## config.mk

```make
export PLATFORM = sky130hd
export DESIGN_NAME = min_stamp_page_victim_select
export DESIGN_NICKNAME = d
export VERILOG_FILES = /design/src/hdl/msvs_pkg.sv /design/src/hdl/msvs_cell.sv /design/src/hdl/msvs_ctrl.sv /design/src/hdl/min_stamp_page_victim_select.sv
export SDC_FILE = /design/constraint.sdc
export NUM_CORES = 1
export LEC_CHECK = 0
export BUFFER_PORTS_ARGS = -buffer_cell sky130_fd_sc_hd__buf_2
export CAP_MARGIN = 20
export CORE_UTILIZATION = 63
export DETAILED_ROUTE_END_ITERATION = 10
export HOLD_SLACK_MARGIN = 0.02
export PLACE_DENSITY_LB_ADDON = 0.1
export RECOVER_POWER = 50
export SETUP_SLACK_MARGIN = 0.05
export SLEW_MARGIN = 20
export SYNTH_ARGS = -nofsm -noshare
export SYNTH_HDL_FRONTEND = slang
export SYNTH_HIERARCHICAL = 1
export SYNTH_SLANG_ARGS = --single-unit
```

## constraint.sdc

```tcl
create_clock -name clk -period 4.65 [get_ports clk]
set_clock_uncertainty 0.05 [all_clocks]
set_input_delay 0.6975 -clock clk [delete_from_list [all_inputs] [get_ports clk]]
set_output_delay 0.6975 -clock clk [all_outputs]
set_load 0.05 [all_outputs]
```

## src/hdl/msvs_pkg.sv

```systemverilog
// ----------------------------------------------------------------------------
// msvs_pkg: shared types and constants for the min-stamp victim selector
// Holds the slot count, field widths, command and status codes, and the
// structs that pass between the controller and the slot cells.
// ----------------------------------------------------------------------------
package msvs_pkg;

  localparam int SLOTS   = 8;
  localparam int IDX_W   = $clog2(SLOTS);
  localparam int CNT_W   = $clog2(SLOTS + 1);
  localparam int PAGE_W  = 20;
  localparam int STAMP_W = 8;
  localparam int CMD_W   = 2;
  localparam int STAT_W  = 2;
  localparam int OCC_W   = 4;

  localparam logic [CMD_W-1:0] CMD_MAP    = 2'd0;
  localparam logic [CMD_W-1:0] CMD_UPDATE = 2'd1;
  localparam logic [CMD_W-1:0] CMD_VICTIM = 2'd2;

  localparam logic [STAT_W-1:0] ST_OK       = 2'd0;
  localparam logic [STAT_W-1:0] ST_EMPTY    = 2'd1;
  localparam logic [STAT_W-1:0] ST_FULL     = 2'd2;
  localparam logic [STAT_W-1:0] ST_NOTFOUND = 2'd3;

  typedef enum logic [1:0] {
    S_IDLE,
    S_SCAN,
    S_FINISH
  } state_t;

  // Contents of one slot
  typedef struct packed {
    logic               valid;
    logic [PAGE_W-1:0]  page;
    logic [STAMP_W-1:0] stamp;
  } slot_t;

  // Running search result handed from cell to cell
  typedef struct packed {
    logic               found;
    logic               hit;
    logic [STAMP_W-1:0] stamp;
    logic [PAGE_W-1:0]  page;
    logic [IDX_W-1:0]   idx;
  } scan_t;

  // Broadcast controls from the controller to every cell
  typedef struct packed {
    logic               map_en;
    logic               upd_en;
    logic               shift_en;
    logic [PAGE_W-1:0]  key_page;
    logic [STAMP_W-1:0] key_stamp;
    logic [IDX_W-1:0]   tail_idx;
    logic [IDX_W-1:0]   vict_idx;
  } cell_ctl_t;

endpackage

```

## src/hdl/msvs_cell.sv

```systemverilog
// ----------------------------------------------------------------------------
// msvs_cell: one slot of the page table
// Stores a page and its stamp, loads on map, rewrites the stamp on update,
// takes its upper neighbor's contents on removal, and folds itself into the
// registered search result passed down the chain.
// ----------------------------------------------------------------------------
module msvs_cell
  import msvs_pkg::*;
(
  input  logic             clk,
  input  logic             rst_n,
  input  logic [IDX_W-1:0] cell_idx,
  input  cell_ctl_t        ctl,
  input  slot_t            nb,
  input  scan_t            carry_in,
  output slot_t            slot,
  output scan_t            carry_out
);

  logic               valid_r, valid_nxt;
  logic [PAGE_W-1:0]  page_r, page_nxt;
  logic [STAMP_W-1:0] stamp_r, stamp_nxt;
  scan_t              carry_r, carry_nxt;
  logic               match;

  assign match = valid_r && (page_r == ctl.key_page);

  always_comb begin
    valid_nxt = valid_r;
    page_nxt  = page_r;
    stamp_nxt = stamp_r;
    if (ctl.map_en && (cell_idx == ctl.tail_idx)) begin
      valid_nxt = 1'b1;
      page_nxt  = ctl.key_page;
      stamp_nxt = ctl.key_stamp;
    end else if (ctl.upd_en && match) begin
      stamp_nxt = ctl.key_stamp;
    end else if (ctl.shift_en && (cell_idx >= ctl.vict_idx)) begin
      // close the gap: take the neighbor above
      valid_nxt = nb.valid;
      page_nxt  = nb.page;
      stamp_nxt = nb.stamp;
    end
  end

  // strict less-than keeps the older entry on a tie
  always_comb begin
    carry_nxt     = carry_in;
    carry_nxt.hit = carry_in.hit | match;
    if (valid_r && (!carry_in.found || (stamp_r < carry_in.stamp))) begin
      carry_nxt.found = 1'b1;
      carry_nxt.stamp = stamp_r;
      carry_nxt.page  = page_r;
      carry_nxt.idx   = cell_idx;
    end
  end

  always_ff @(posedge clk) begin
    if (!rst_n) begin
      valid_r <= 1'b0;
      carry_r <= '0;
    end else begin
      valid_r <= valid_nxt;
      carry_r <= carry_nxt;
    end
  end

  always_ff @(posedge clk) begin
    page_r  <= page_nxt;
    stamp_r <= stamp_nxt;
  end

  assign slot.valid = valid_r;
  assign slot.page  = page_r;
  assign slot.stamp = stamp_r;
  assign carry_out  = carry_r;

endmodule

```

## src/hdl/msvs_ctrl.sv

```systemverilog
// ----------------------------------------------------------------------------
// msvs_ctrl: command sequencer and result register
// Accepts commands, tracks the page count, times the search down the cell
// chain and holds each result until the output side takes it.
// ----------------------------------------------------------------------------
module msvs_ctrl
  import msvs_pkg::*;
(
  input  logic        clk,
  input  logic        rst_n,
  input  logic        in_tvalid,
  output logic        in_tready,
  input  logic [1:0]  in_tuser,
  input  logic [31:0] in_tdata,
  output logic        out_tvalid,
  input  logic        out_tready,
  output logic [1:0]  out_tuser,
  output logic [23:0] out_tdata,
  input  scan_t       scan_res,
  output cell_ctl_t   ctl
);

  state_t             state_r, state_nxt;
  logic [IDX_W-1:0]   cnt_r, cnt_nxt;
  logic [CNT_W-1:0]   count_r, count_nxt;
  logic [CMD_W-1:0]   cmd_r;
  logic [PAGE_W-1:0]  page_r;
  logic [STAMP_W-1:0] stamp_r;
  logic               out_valid_r, out_valid_nxt;
  logic [STAT_W-1:0]  status_r, status_nxt;
  logic [PAGE_W-1:0]  victim_r, victim_nxt;
  logic [OCC_W-1:0]   occ_r;
  logic               load_out;

  logic [CMD_W-1:0]   in_cmd;
  logic [PAGE_W-1:0]  in_page;
  logic [STAMP_W-1:0] in_stamp;
  logic               in_fire, out_free, full, empty, scan_last;

  assign in_cmd    = in_tuser;
  assign in_page   = in_tdata[PAGE_W-1:0];
  assign in_stamp  = in_tdata[PAGE_W+STAMP_W-1:PAGE_W];
  assign out_free  = !out_valid_r || out_tready;
  assign in_tready = (state_r == S_IDLE) && out_free;
  assign in_fire   = in_tvalid && in_tready;
  assign full      = (count_r == CNT_W'(SLOTS));
  assign empty     = (count_r == '0);
  assign scan_last = (cnt_r == IDX_W'(SLOTS - 1));

  // next state
  always_comb begin
    state_nxt = state_r;
    unique case (state_r)
      S_IDLE: begin
        if (in_fire && ((in_cmd == CMD_UPDATE) || ((in_cmd == CMD_VICTIM) && !empty)))
          state_nxt = S_SCAN;
      end
      S_SCAN: begin
        if (scan_last) state_nxt = S_FINISH;
      end
      S_FINISH: begin
        if (out_free) state_nxt = S_IDLE;
      end
      default: state_nxt = S_IDLE;
    endcase
  end

  // outputs of the sequencer
  always_comb begin
    ctl.map_en    = 1'b0;
    ctl.upd_en    = 1'b0;
    ctl.shift_en  = 1'b0;
    ctl.key_page  = page_r;
    ctl.key_stamp = stamp_r;
    ctl.tail_idx  = count_r[IDX_W-1:0];
    ctl.vict_idx  = scan_res.idx;
    cnt_nxt       = '0;
    count_nxt     = count_r;
    load_out      = 1'b0;
    status_nxt    = ST_OK;
    victim_nxt    = '0;
    unique case (state_r)
      S_IDLE: begin
        ctl.key_page  = in_page;
        ctl.key_stamp = in_stamp;
        if (in_fire) begin
          case (in_cmd)
            CMD_MAP: begin
              load_out = 1'b1;
              if (full) begin
                status_nxt = ST_FULL;
              end else begin
                ctl.map_en = 1'b1;
                count_nxt  = count_r + CNT_W'(1);
              end
            end
            CMD_UPDATE: ;
            CMD_VICTIM: begin
              if (empty) begin
                load_out   = 1'b1;
                status_nxt = ST_EMPTY;
              end
            end
            default: load_out = 1'b1;
          endcase
        end
      end
      S_SCAN: begin
        cnt_nxt = cnt_r + IDX_W'(1);
        // rewrite matching stamps once, at the start of the search
        ctl.upd_en = (cmd_r == CMD_UPDATE) && (cnt_r == '0);
      end
      S_FINISH: begin
        if (out_free) begin
          load_out = 1'b1;
          if (cmd_r == CMD_UPDATE) begin
            status_nxt = scan_res.hit ? ST_OK : ST_NOTFOUND;
          end else begin
            ctl.shift_en = 1'b1;
            victim_nxt   = scan_res.page;
            count_nxt    = count_r - CNT_W'(1);
          end
        end
      end
      default: ;
    endcase
  end

  always_comb begin
    out_valid_nxt = out_valid_r;
    if (load_out)        out_valid_nxt = 1'b1;
    else if (out_tready) out_valid_nxt = 1'b0;
  end

  always_ff @(posedge clk) begin
    if (!rst_n) begin
      state_r     <= S_IDLE;
      cnt_r       <= '0;
      count_r     <= '0;
      out_valid_r <= 1'b0;
    end else begin
      state_r     <= state_nxt;
      cnt_r       <= cnt_nxt;
      count_r     <= count_nxt;
      out_valid_r <= out_valid_nxt;
    end
  end

  always_ff @(posedge clk) begin
    if (in_fire) begin
      cmd_r   <= in_cmd;
      page_r  <= in_page;
      stamp_r <= in_stamp;
    end
    if (load_out) begin
      status_r <= status_nxt;
      victim_r <= victim_nxt;
      occ_r    <= OCC_W'(count_nxt);
    end
  end

  assign out_tvalid = out_valid_r;
  assign out_tuser  = status_r;
  assign out_tdata  = {occ_r, victim_r};

`ifndef SYNTH
  a_count_bound: assert property (@(posedge clk) disable iff (!rst_n)
    count_r <= CNT_W'(SLOTS))
    else $error("page count above slot count");

  a_remove_dec: assert property (@(posedge clk) disable iff (!rst_n)
    ctl.shift_en |=> (count_r == $past(count_r) - CNT_W'(1)))
    else $error("removal did not drop the page count");

  a_remove_found: assert property (@(posedge clk) disable iff (!rst_n)
    ctl.shift_en |-> (scan_res.found && !empty))
    else $error("removal without a resident victim");

  a_map_inc: assert property (@(posedge clk) disable iff (!rst_n)
    ctl.map_en |=> (count_r == $past(count_r) + CNT_W'(1)))
    else $error("map did not raise the page count");
`endif

endmodule

```

## src/hdl/min_stamp_page_victim_select.sv

```systemverilog
// ----------------------------------------------------------------------------
// min_stamp_page_victim_select: page table with smallest-stamp victim choice
// Top level: command sequencer plus a chain of slot cells.
// ----------------------------------------------------------------------------
// Keeps up to SLOTS resident pages (msvs_pkg) in insertion order, each with an
// 8-bit usage stamp. A map command appends a page (status full when no slot
// is free), an update command rewrites the stamp of every matching page
// (status not found when none matches), and a victim command removes the page
// with the smallest stamp, the oldest one on a tie, and returns its number
// (status empty when the table is empty). Every command yields exactly one
// result transfer carrying the occupancy after the command. Map, victim on an
// empty table and the unused command code present their result in the cycle
// after the input transfer. Update and victim on a non-empty table search first:
// the search result travels down the chain of SLOTS cells through one register
// per cell; then, once the output register is free, the result is loaded and the
// removal shifts the younger pages down. A new command is taken only in idle and
// when the output register is empty or its result is being taken.
// ----------------------------------------------------------------------------
module min_stamp_page_victim_select
  import msvs_pkg::*;
(
  input  logic        clk,
  input  logic        rst_n,
  input  logic        in_tvalid,
  output logic        in_tready,
  input  logic [1:0]  in_tuser,   // [1:0] command
  input  logic [31:0] in_tdata,   // [19:0] page_number, [27:20] stamp, [31:28] zero
  output logic        out_tvalid,
  input  logic        out_tready,
  output logic [1:0]  out_tuser,  // [1:0] status
  output logic [23:0] out_tdata   // [19:0] victim_page, [23:20] occupancy
);

  cell_ctl_t ctl;
  scan_t     carry [SLOTS+1];
  slot_t     slots [SLOTS+1];

  // seed of the search: nothing found, no hit
  assign carry[0] = '0;
  // above the top cell there is only an empty slot
  assign slots[SLOTS] = '0;

  msvs_ctrl u_ctrl (
    .clk        (clk),
    .rst_n      (rst_n),
    .in_tvalid  (in_tvalid),
    .in_tready  (in_tready),
    .in_tuser   (in_tuser),
    .in_tdata   (in_tdata),
    .out_tvalid (out_tvalid),
    .out_tready (out_tready),
    .out_tuser  (out_tuser),
    .out_tdata  (out_tdata),
    .scan_res   (carry[SLOTS]),
    .ctl        (ctl)
  );

  // Slot 0 holds the oldest page; each cell hands its search result up the
  // chain and takes its upper neighbor's contents when a page is removed.
  for (genvar i = 0; i < SLOTS; i++) begin : g_cell
    msvs_cell u_cell (
      .clk       (clk),
      .rst_n     (rst_n),
      .cell_idx  (IDX_W'(i)),
      .ctl       (ctl),
      .nb        (slots[i+1]),
      .carry_in  (carry[i]),
      .slot      (slots[i]),
      .carry_out (carry[i+1])
    );
  end

endmodule

```

# --- After elaboration in Yosys (flattened, before gate mapping) ---
# Index checks and enable logic that the tools add are counted.
op_classes:
  add_sub_neg: 3
  mul: 0
  n_div: 0
  n_lt_le_gt_ge: 15
  eq_ne: 33
  n_shift: 0
  mux: 120
  n_bitwise: 10
  n_reduce_logical: 102
op_table:
  columns: ["op", "n"]
  rows:
  - ["20-bit 2-to-1 mux", 24]
  - ["8-bit 2-to-1 mux", 24]
  - ["31-bit 2-to-1 mux", 6]
  - ["20-bit == test", 8]
  - ["8-bit less-than comparator", 7]
  - ["1-bit 2-to-1 mux", 45]
  - ["1-bit logical AND", 44]
  - ["28-bit 2-to-1 mux", 1]
  - ["3-bit nonzero test", 8]
  - ["23-bit 2-to-1 mux", 1]
  - ["4-bit 2-to-1 mux", 5]
  - ["2-bit by 1-bit != test with 1-bit output (second input constant)", 10]
  - ["2-bit AND reduction", 10]
  - ["2-bit nonzero test", 9]
  - ["2-bit 2-to-1 mux", 8]
  - ["3-bit == test (first input constant)", 4]
  - ["3-bit >= comparator (first input constant)", 4]
  - ["2-bit OR reduction", 6]
  - ["1-bit zero test", 9]
  - ["1-bit logical OR", 9]
  - ["2-bit one-hot mux with 2 select lines", 2]
  - ["4-bit one-hot mux with 2 select lines", 1]
  - ["1-bit bitwise OR", 7]
  - ["2-bit by 1-bit == test with 1-bit output (second input constant)", 3]
  - ["19 further kinds", 28]
word_totals:
  reg_bits: 553
  latch_bits: 0
  ram_bits: 0
  romBits: 0
  in_bits: 38
  out_inout_bits: 28
  memories: 0

# --- Depth between registers and ports, before layout ---
# Gate-level depths: netlist of the first run.
depth:
  ltp_word: 9
  mapped_depth: 11
  depth_no_buf: 8

# --- Modules after synthesis ---
# Netlist of the first run, hierarchy kept.
modules_own_cells:
  columns: ["module", "instances", "cells_per_inst", "area_per_inst_um2", "seq_area_each_um2"]
  rows:
  - ["msvs_cell", 8, 275, 3145.5, 1521.5]
  - ["msvs_ctrl", 1, 209, 2994.1, 1881.8]
  - ["min_stamp_page_victim_select", 1, 2, 7.5, 0.0]

# --- Worst setup path before layout of the first run ---
# OpenSTA, ideal clock, no wires.
synth_path:
  kind: "register to register"
  from: "register u_ctrl.cmd_r[1]"
  to: "register g_cell[0].u_cell.page_r[0] (enable)"
  t_arrival_ps: 3163
  t_required_ps: 4206
  path_slack_ps: 1043
  stages_incl_launch_ff: 6
  path_cell_list: "edfxtp_1 -> nand2b_1 -> nor4b_1 -> a31oi_1 -> inv_1 -> nand2_1"
synth_rtl:
  columns: ["item", "line_no", "source"]
  rows:
  - ["start: declaration", "msvs_ctrl.sv:26", "logic [CMD_W-1:0] cmd_r;"]
  - ["start signal: assignment", "msvs_ctrl.sv:151", "cmd_r <= in_cmd;"]
  - ["end signal: assignment", "msvs_cell.sv:69", "page_r <= page_nxt;"]
  - ["end: declaration", "msvs_cell.sv:21", "logic [PAGE_W-1:0] page_r, page_nxt;"]

==> impl_metrics.tcl, run 1 <==
set metrics [dict create \
    place_ws_ns 0.8604 \
    violations "max-capacitance violations, max-slew violations" \
    cts_buffers 57 \
    cp-startpoint "rst_n" \
    hold_buffers 0 \
    cts.repair.resized 0 \
    hpwl_mm 39.82 \
    vias 17120 \
    whs_endpoint "u_ctrl/page_r[16]" \
    place.gp.congestion 0.8231 \
    vdd_drop_max_mv 0.2949 \
    fp.dieW_um 212.2 \
    antenna_found_initial 0 \
    overflow 0 \
    start_util_pct 64.18 \
    insertedDiodeCount 0 \
    ioPinCount 66 \
    cp-start-kind "primary input" \
    fillers 3209 \
    path_max_fanout 134 \
    final_common_cell "nand2_1" \
    htree_levels 2 \
    min_path_type "in -> reg" \
    rows 76 \
    min_from "in_tdata[16]" \
    setup_viol 0 \
    cts_buffer_depth 3 \
    ff_latch_area_um2 13870 \
    route.final.wire_length_mm 55.62 \
    core_area_um2 43360 \
    nets 2670 \
    relSlewSlack_pct -84.99 \
    multiInputGateArea_um2 13120 \
    holdPathStages 1 \
    yosysWarningCount 6 \
    grt_use_total_pct 25.27 \
    r2r_slack_ns 0.63 \
    cts.sinks 553 \
    endpoint_kind "flip-flop" \
    min_period_ns 4.101 \
    numPortBuffers 61 \
    syn_inst 2376 \
    grt_pass1_vias 17590 \
    worstPathArrival_ns 4.57 \
    drive_above_1_share_pct 10.87 \
    clkLatencyLatePin_ns 0.62 \
    syn_to_final_growth_pct 9.990 \
    setup_ws_ns 0.5486 \
    cts_root_buf "clkbuf_16" \
    rr_worst_depth 9 \
    tns_ns 0 \
    fmax_ghz 0.2438 \
    hold_violations 0 \
    mostFrequentLayoutCells "508 x nand2_1, 280 x edfxtp_1, 273 x dfxtp_1" \
    power_density_nw_per_um2 352.0 \
    drv_slew 225 \
    vias_per_cell 5.384 \
    grt_pass1_wl_mm 90.51 \
    worst-setup-path-type "in -> reg" \
    outcome "complete, but fails checks" \
    post-route-period-util_pct 88.20 \
    drt_first_pass_iters 5 \
    die_area_um2 45020 \
    drt_iter0_drc 978 \
    r2r-start "u_ctrl/state_r[1]" \
    required_ns 5.12 \
    tightest_slew_ns 2.775 \
    final_antenna_net_count 0 \
    grt_max_degree 151 \
    syn_avg_cell_area_um2 11.71 \
    r2r_end "g_cell[7].u_cell/page_r[8]" \
    drv_cap 4 \
    netlist_area_um2 27830 \
    drcViolationCount 0 \
    fp.dieH_um 212.2 \
    wire_per_inst_um 17.49 \
    p_leak_nw 10.96 \
    postCtsSetupBuffers 0 \
    clk_pin_slew_ns 0.06 \
    rsz0062_at_grt "no" \
    tritoncts "yes" \
]
## how the worst max path moves through the flow
stage	endpoint	slack (ns)
finish	g_cell[6].u_cell/carry_out[10]	0.55
global route	g_cell[6].u_cell/carry_out[4]	0.28
CTS	g_cell[0].u_cell/page_r[19]	0.84
detailed placement	g_cell[7].u_cell/page_r[3]	0.86
global placement	g_cell[0].u_cell/page_r[3]	0.93
floorplan	g_cell[0].u_cell/page_r[0]	1.04
## area by class of cell
cell class              count  share of cell area (%)
well taps                 585                   2.391
clock inverters            24                   1.034
multi-input cells        1734                   42.84
inverters                 112                   1.373
repair buffers             88                   1.713
flip-flops and latches    553                   45.32
clock buffers              84                   5.322
## power by group
group / total [W] / internal (W) / switching (W)
clock: 0.00472 / 0.00282 / 0.00191
combinational: 0.000780 / 0.000279 / 0.000502
sequential: 0.00527 / 0.00522 / 0.0000521
total: 0.0108 / 0.00831 / 0.00246
## state kept, by name, indices dropped and copies added (netlist names), 8 cells and up
signal / count
u_ctrl/stamp_r: 8
u_ctrl/victim_r: 20
g_cell.u_cell/stamp_r: 64
u_ctrl/page_r: 20
g_cell.u_cell/valid_r: 8
g_cell.u_cell/carry_out: 255
g_cell.u_cell/page_r: 160
## routing by layer
metal	vias to the layer above	wire, um	global-route usage [%]
li1	8435	-	-
met4	0	1384	8.346
met2	235	27830	44.53
met1	8345	24820	32.10
met3	106	1587	3.072
met5	-	0	0
## stage by stage
stage	utilization [%]	cells	hold WS, ns	area, um^2	total power (W)
6_report	70.59	3180	0.2214	30610	0.01077
5_1_grt	70.59	3180	0.1898	30610	0.01114
4_1_cts	70.80	3179	0.1811	30700	0.01089
3_5_place_dp	66.31	3071	0.3781	28750	0.006158
3_3_place_gp	66.25	3070	0.3783	28730	0.006130
2_1_floorplan	-	2517	0.3702	28360	0.005973
## worst max-delay path: stages
cell and delay, ns:
clkbuf_2 1.84, clkbuf_1 1.39, nand2_1 0.19, mux2i_1 0.29
(Power assumes the default switching activity.)
==> inputs of run 2 (changes only) <==
--- a/config.mk
+++ b/config.mk
@@ -6,8 +6,7 @@
 export NUM_CORES = 1
 export LEC_CHECK = 0
 export BUFFER_PORTS_ARGS = -buffer_cell sky130_fd_sc_hd__buf_2
-export CAP_MARGIN = 20
-export CORE_UTILIZATION = 63
+export CORE_UTILIZATION = 25
 export DETAILED_ROUTE_END_ITERATION = 10
 export HOLD_SLACK_MARGIN = 0.02
 export PLACE_DENSITY_LB_ADDON = 0.1
@@ -16,5 +15,4 @@
 export SLEW_MARGIN = 20
 export SYNTH_ARGS = -nofsm -noshare
 export SYNTH_HDL_FRONTEND = slang
-export SYNTH_HIERARCHICAL = 1
 export SYNTH_SLANG_ARGS = --single-unit
==> run 2 against run 1 <==
  * The flow still finishes with violations (max-capacitance violations, max-slew violations)
  * Routed wire length is 72% higher
  * Synthesized cell count is 2.7% higher
  * Cell area is 1.9% lower
  * Largest cell class unchanged
  * Clock power is 14% higher
  * First-iteration DRC count is 40% higher
  * Total power is 4.9% higher
  * Sequential cell count is 7 lower
  * Sequential power is 2% lower
  * Synthesized area is 8.2% lower
  * Worst setup slack worse by 0.17 ns
  * Non-clock buffer count is 68 higher
  * Via count is 11% higher
==> impl_metrics.tcl, run 2 <==
set metrics [dict create \
    outcome "complete, but fails checks" \
    violations "max-capacitance violations, max-slew violations" \
    numPortBuffers 61 \
    path_max_fanout 27 \
    fp.dieH_um 321.7 \
    ioPinCount 66 \
    vias 18950 \
    rows 116 \
    ys_ff_latch 546 \
    r2r_slack_ns 0.38 \
    syn-num-nets 2537 \
    yosysWarningCount 0 \
    drcViolationCount 0 \
    worstPathArrival_ns 4.53 \
    stdcell_count 3922 \
    cts_buffer_depth 3 \
    required_ns 4.91 \
    crit_chain "buf_12, nor2_1, buf_4, nand3b_1, nor4b_1, clkbuf_1, nand2_2, nand2_1, buf_4, o21bai_1, buf_4" \
    cts_root_buf "clkbuf_16" \
    drv_cap 3 \
    drt_first_pass_iters 6 \
    syn_inst 2440 \
    syn_avg_cell_area_um2 10.47 \
    hold_buffers 0 \
    fillers 10600 \
    cts.repair.resized 0 \
    syn_to_final_growth_pct 17.60 \
    grt_max_degree 145 \
    hold_violations 0 \
    rsz0062_at_grt "no" \
    fp.dieW_um 321.7 \
    vias_per_cell 4.830 \
    tns_ns 0 \
    vdd_drop_max_mv 0.2284 \
    drt_iter0_drc 1372 \
    grt_pass1_vias 19770 \
    core_area_um2 100700 \
    critical_path_buf_inv_count 5 \
    power_density_nw_per_um2 376.4 \
    nets 2607 \
    clkLatencyLatePin_ns 0.64 \
    yosysSeqAreaShare_pct 53.76 \
    cts.sinks 546 \
    ys_async_sr_fraction_pct 0 \
    largest_reg_flops 248 \
    hpwl_mm 71.75 \
    mostFrequentLayoutCells "289 x nor2_1, 280 x edfxtp_1, 266 x dfxtp_1" \
    min_period_ns 4.268 \
    netlist_area_um2 25540 \
    slowest_stage "clkbuf_1" \
    grt_use_total_pct 18.47 \
    p_leak_nw 12.36 \
    place.gp.congestion 0.9151 \
    drive_above_1_share_pct 10.68 \
    die_area_um2 103500 \
    worst-setup-path-type "reg -> reg" \
    max_stage_delay_ns 0.50 \
    min_path_type "in -> reg" \
    endpoint_kind "flip-flop" \
    synth_edf_count 280 \
    grt_pass1_wl_mm 139.0 \
    start_util_pct 25.36 \
    yosysTopAreaCell "edfxtp_1" \
    placedCellCount 3793 \
    fmax_ghz 0.2343 \
    final_common_cell "nor2_1" \
    wire_per_inst_um 24.46 \
    post-route-period-util_pct 91.78 \
    synth_flop_cell "edfxtp_1" \
    route.final.wire_length_mm 95.92 \
    htree_levels 3 \
    synth.most_common_cell "nor2_1" \
    cpMostUsedCell "buf_4" \
    overflow 0 \
    drv_slew 96 \
    cts_buffers 68 \
    yosys-top-cells-area "edfxtp_1 33%, dfxtp_1 21%, mux2i_1 8.3%" \
    critical-path-top-delay-family "buffers and inverters" \
    yosysUniqueCellTypes 88 \
    synthTopCellsByCount "290 x nor2_1, 280 x edfxtp_1, 266 x dfxtp_1" \
    cp-start-kind "flip-flop" \
    antenna_found_initial 3 \
    insertedDiodeCount 0 \
    clk_pin_slew_ns 0.06 \
    setup_viol 0 \
    postCtsSetupBuffers 0 \
    relSlewSlack_pct -74.46 \
    tightest_slew_ns 2.617 \
    yosysTopAreaCellShare_pct 32.92 \
    tritoncts "yes" \
    final_antenna_net_count 0 \
]
## run 2: cell count changes in the layout (fill, tap and decap cells not counted), moves of 36 or more
| cell | before | now |
|---|---|---|
| mux2i_1 | 249 | 212 |
| xnor2_1 | 162 | 55 |
| nand2_1 | 508 | 185 |
| a21oi_1 | 27 | 85 |
| o21ai_0 | 17 | 150 |
| mux2_4 | 64 | 0 |
| nor2_1 | 19 | 289 |
| conb_1 | 143 | 0 |
| and3_1 | 3 | 39 |
| mux2_1 | 161 | 0 |
| buf_4 | 17 | 77 |
## run 2: area by class of cell
class	count	area [um^2]	area share (%)
repair buffers	156	1036	3.449
well taps	1357	1698	5.652
clock buffers	101	2011	6.693
flip-flops and latches	546	13730	45.71
clock inverters	24	249.0	0.8288
multi-input cells	1600	10790	35.91
inverters	138	525.5	1.749
## run 2: where the power goes
group | leakage (nW) | switching, W | internal, W
sequential | 4.83 | 0.0000601 | 0.00510
combinational | 6.42 | 0.000563 | 0.000205
clock | 1.11 | 0.00215 | 0.00323
total | 12.4 | 0.00278 | 0.00853
## run 2: final timing paths
| kind | end | cells past startpoint | from |
|---|---|---|---|
| setup / recovery | g_cell[3].u_cell.stamp_r[5] | 11 | u_ctrl.state_r[0] |
| hold reg to reg | g_cell[7].u_cell.carry_out[2] | 2 | g_cell[6].u_cell.carry_out[2] |
| setup reg to reg | g_cell[3].u_cell.stamp_r[5] | 11 | u_ctrl.state_r[0] |
| hold / removal | u_ctrl.stamp_r[4] | 1 | in_tdata[24] |
## run 2: kinds of logic (layout without fill, tap and decap cells)
family                     Yosys count  in the layout  share of synthesized area, %
and+or+nand+nor                    726            726                         13.23
DFF                                546            546                         53.76
AOI/OAI and AO/OA                  452            452                         11.56
buffers and inverters              294            419                         4.575
muxes                              257            257                         10.34
xor gates and xnor gates           106            106                         3.634
adders and majority gates           59             59                         2.890
## run 2: metal layers
metal / global-route usage, % / routed length [um] / vias to the layer above
met5: 0 / 0 / -
met4: 6.222 / 3007 / 0
met3: 2.370 / 3981 / 143
met2: 31.05 / 45990 / 493
met1: 24.30 / 42940 / 9485
li1: - / - / 8824
## run 2: through the flow
| stage | utilization [%] | cell area (um^2) | hold WS, ns | total power (W) | worst slack, ns |
|---|---|---|---|---|---|
| floorplan | - | 25540 | 0.3608 | 0.005658 | 0.7693 |
| global placement | 27.58 | 27780 | 0.3643 | 0.006046 | 0.4575 |
| detailed placement | 27.61 | 27810 | 0.3727 | 0.006046 | 0.4112 |
| CTS | 29.85 | 30070 | 0.2058 | 0.01150 | 0.3938 |
| global route | 29.82 | 30040 | 0.2687 | 0.01171 | 0.09425 |
| finish | 29.82 | 30040 | 0.2771 | 0.01131 | 0.3822 |
